`src/rtl/core/lpd_ram.sv`:
```
module lpd_ram #(
  parameter int WIDTH = 8,
  parameter int DEPTH = 16
) (
  input  logic                     clk_i,
  input  logic                     we_i,
  input  logic [$clog2(DEPTH)-1:0] waddr_i,
  input  logic [WIDTH-1:0]         wdata_i,
  input  logic [$clog2(DEPTH)-1:0] raddr_i,
  output logic [WIDTH-1:0]         rdata_o
);

  logic [WIDTH-1:0] mem_q [DEPTH];

  always_ff @(posedge clk_i) begin
    if (we_i) begin
      mem_q[waddr_i] <= wdata_i;
    end
    rdata_o <= mem_q[raddr_i];
  end

endmodule

```
`config.mk`:
```
export PLATFORM = sky130hd
export DESIGN_NAME = lpd_ram
export DESIGN_NICKNAME = d
export VERILOG_FILES = /design/src/rtl/core/lpd_ram.sv
export SDC_FILE = /design/constraint.sdc
export NUM_CORES = 1
export LEC_CHECK = 0
export BUFFER_PORTS_ARGS = -buffer_cell sky130_fd_sc_hd__buf_2
export CORE_ASPECT_RATIO = 0.75
export CORE_MARGIN = 8
export CORE_UTILIZATION = 50
export DETAILED_ROUTE_END_ITERATION = 10
export PLACE_DENSITY_LB_ADDON = 0.05
export REMOVE_ABC_BUFFERS = 1
export SLEW_MARGIN = 10
export SYNTH_ARGS = -nofsm -noshare
export SYNTH_HDL_FRONTEND = slang
export SYNTH_SLANG_ARGS = --single-unit
export TNS_END_PERCENT = 100
```
`constraint.sdc`:
```
create_clock -name clk_i -period 2.6 [get_ports clk_i]
set_clock_uncertainty 0.1 [all_clocks]
set_input_delay 0.52 -clock clk_i [delete_from_list [all_inputs] [get_ports clk_i]]
set_output_delay 0.52 -clock clk_i [all_outputs]
set_load 0.01 [all_outputs]
```
Yosys cells after proc, flatten, opt, wreduce, memory -nomap -nowiden
Memory sizes are Yosys's and may differ from the RTL's. A register that Yosys moved wholly into a read port is not among the register bits.
Cells that the tools add are included.
{ "word_totals": {"register_bits": 0, "latchBits": 0, "ramBits": 128, "romBits": 0, "inputBits": 18, "wordCells": 3, "n_memories": 1} }
{ "classes": {"n_addsub": 0, "mul": 0, "div_mod_pow": 0, "magnitude_cmp": 0, "eq_ne": 0, "shifts": 0, "muxes": 2, "n_bitwise": 0, "n_reduce_logical": 0} }
{ "memory_table": {"columns": ["name", "depth", "width", "read_ports", "rd_clocked_by_memory_dff", "wr", "line", "text"], "rows": [
  ["mem_q", 16, 8, 1, 1, 1, "13", "logic [WIDTH-1:0] mem_q [DEPTH];"]
]} }
{ "op_table": {"columns": ["cell", "n"], "rows": [
  ["two-way mux 1 bit", 2]
]} }

Depth between registers and ports, before layout
{ "logic_depth": {"ltp_word": 2, "mapped_depth": 5, "mapped_depth_nobuf": 3} }

Least setup slack after synthesis
OpenSTA, ideal clock, no wires.
{ "synth_timing": {"kind": "input to register", "start": "input port waddr_i[2]", "end": "memory mem_q[0][0], enable pin", "arrival_time_ns": 1.630, "required_ns": 2.117, "slack_ns": 0.487, "path_stages": 2, "path_buffers": 0, "path_cell_list": "or3b_2 nor3_1"} }
{ "synth_rtl": {"columns": ["element", "line", "text"], "rows": [
  ["from (decl)", "7", "input logic [$clog2(DEPTH)-1:0] waddr_i,"],
  ["to (decl)", "13", null]
]} }
No word-level cell before the write port.

==> flow_summary.json <==
{
  "tritoncts.num_buffers": 17,
  "drv.max_cap_violation_count": 0,
  "ir_worst_vdd_v": 0.000492,
  "antenna_left": 0,
  "critPathArrivalTime_ns": 1.86,
  "postCtsResizedCells": 0,
  "worst_skew_pair.late_latency_ns": 0.41,
  "io_pins": 26,
  "fin_worst_hold_slack_ns": 0.397,
  "drt-initial-drc-count": 231,
  "finalInstanceArea_mm2": 0.00610,
  "yosysUniqueCellTypes": 19,
  "critPathCaptureType": "flip-flop",
  "timing_hold_violations_final": 0,
  "post-dp-hpwl_um": 6220,
  "unrepaired_setup_endpoints_after_global_routing": "false",
  "post_cts_hold_buffer_count": 0,
  "final_core_utilization_pct": 60.0,
  "grt-ovfl-total": 0,
  "run_status": "finished clean",
  "placementRows": 32,
  "die_w_um": 133,
  "core_region_area_mm2": 0.0102,
  "layout_setup_ws_ns": 0.925,
  "critical_path.startpoint_type": "input port",
  "htree_num_levels": 4,
  "antenna-diode-count": 0,
  "final_cell_count_no_fill": 432,
  "min_period_over_period_pct": 64.4,
  "synth_seq_cells": 136,
  "finalWorstPathRequiredPeriod_ns": 1.68,
  "wl_per_cell_um": 23.4,
  "area_share_of_the_largest_cell_type_after_synthesis_pct": 74.7,
  "tritoncts": "yes",
  "die-area_mm2": 0.0138,
  "worst_pin_slew_ns": 0.483,
  "netlist_area_mm2": 0.00515,
  "sequential_share_of_the_synthesized_area_pct": 77.8,
  "clkSinkCount": 136,
  "power_leakage_nw": 2.08,
  "grt_first_pass_wirelength_um": 15700,
  "globalplace.congestion": 0.714,
  "post_detailed_route_via_to_cell_ratio": 5.55,
  "grt_antenna_before_repair": 0,
  "maximum_number_of_pins_on_one_net_before_global_route_repair": 33,
  "yosys-top-cells-area": "sky130_fd_sc_hd__edfxtp_1 (75%), sky130_fd_sc_hd__mux4_2 (7.9%), sky130_fd_sc_hd__mux4_1 (7.1%), sky130_fd_sc_hd__dfxtp_1 (3.1%), sky130_fd_sc_hd__a22oi_1 (2.3%)",
  "timing.critical_path.cells": "buf_2 > buf_12 > mux4_1 > a22oi_1 > nand2_1",
  "final_nets": 301,
  "fmaxAchievable_mhz": 597,
  "synth_largest_area_cell": "sky130_fd_sc_hd__edfxtp_1",
  "critical-path-top-delay-family": "multiplexers",
  "postRouteWirelength_um": 10100,
  "post_cts.repair.setup_buffers": 0,
  "timing.setup.critical_path_class": "in2reg",
  "detail_route.drc_violations": 0,
  "clock-root-buffer": "sky130_fd_sc_hd__clkbuf_16",
  "synth_area_per_cell_um2": 22.5,
  "track_usage_pct": 15.6,
  "start_util_pct": 50.6,
  "area_growth_from_synthesis_to_layout_pct": 18.5,
  "power_density_mw_per_mm2": 821,
  "worst-path-buf-inv": 2,
  "critical-path-slowest-cell": "sky130_fd_sc_hd__mux4_1",
  "timing.critical_path.fanout_max": 32,
  "ys_warn_count": 0,
  "critPathMaxStageDelay_ns": 0.59,
  "cp_data_required_time_ns": 2.79,
  "vias": 2397,
  "placedInstanceArea_mm2": 0.00553,
  "clock_path_buffers": 2,
  "place_worst_setup_slack_ns": 0.477,
  "power_mw": 5.01,
  "post-place-cells": 400,
  "fp.dieH_um": 104,
  "drive_gt1_share_pct": 29.7,
  "slew_headroom_pct": 67.8,
  "mostFrequentLayoutCells": "sky130_fd_sc_hd__edfxtp_1 (128), sky130_fd_sc_hd__buf_2 (25), sky130_fd_sc_hd__mux4_2 (18), sky130_fd_sc_hd__buf_4 (18), sky130_fd_sc_hd__clkbuf_16 (17)",
  "hold_path.class": "in2reg",
  "finalSetupViolCount": 0,
  "drv_slew": 0,
  "worst_setup_hold_path_clk_slew_ns": 0.06,
  "layout.cells.most_common": "sky130_fd_sc_hd__edfxtp_1",
  "syn_inst": 229,
  "buffer_ports.inserted": 25,
  "fin_setup_tns_ns": 0,
  "grt_pass1_vias": 2508,
  "drt_pass1_iterations": 4
}
==> Yosys cell counts, drive strengths merged <==
cell / instances
nand2: 9
a22oi: 16
nand3b: 2
and2b: 1
nand2b: 2
dfxtp: 8
and2: 1
nor2: 13
nor2b: 1
clkdlybuf4s25: 3
edfxtp: 128
mux4: 32
buf: 7
nand3: 1
or3b: 1
nor3: 4
==> state kept, by name (all words and copies together), names as in the netlist <==
signal	flops
rdata_o	8
mem_q	128
==> power by group <==
group	total, mW	switching [mW]	internal, mW
combinational	0.232	0.133	0.0997
sequential	2.47	0.0142	2.45
clock	2.31	0.822	1.49
==> layer usage <==
metal / routed length (µm) / part of all wire, % / GRT usage (%) / up-vias
li1: - / - / - / 1081
met1: 4670 / 46 / 23.1 / 1230
met2: 4600 / 45 / 21.5 / 84
met3: 817 / 8.1 / 4.78 / 2
met4: 23 / 0.23 / 5.04 / 0
met5: 0 / 0 / 0 / -
==> cell families after synthesis <==
logic type | synth area share [%]
muxes | 15.0
AOI/OAI and AO/OA | 2.33
DFF | 77.8
buffers and inverters | 1.68
and+or+nand+nor | 3.18
==> area by class of cell <==
class                   instances  area, µm²
fillers                       766       4070
flip-flops and latches        136       4000
multi-input cells              83       1060
clock buffers                  21        440
repair buffers                 45        300
well taps                     136        170
clock inverters                11        130
==> final timing paths <==
kind | slack (ns) | endpoint | cells after the start | startpoint
max | 0.92 | rdata_o[1]$_DFF_P_ | 5 | raddr_i[0]
min | 0.40 | mem_q[5][6]$_DFFE_PP_ | 1 | wdata_i[6]
max reg2reg | 1.15 | rdata_o[0]$_DFF_P_ | 3 | mem_q[2][0]$_DFFE_PP_
min reg2reg | 0.58 | rdata_o[0]$_DFF_P_ | 3 | mem_q[12][0]$_DFFE_PP_
(Power assumes the default switching activity.)
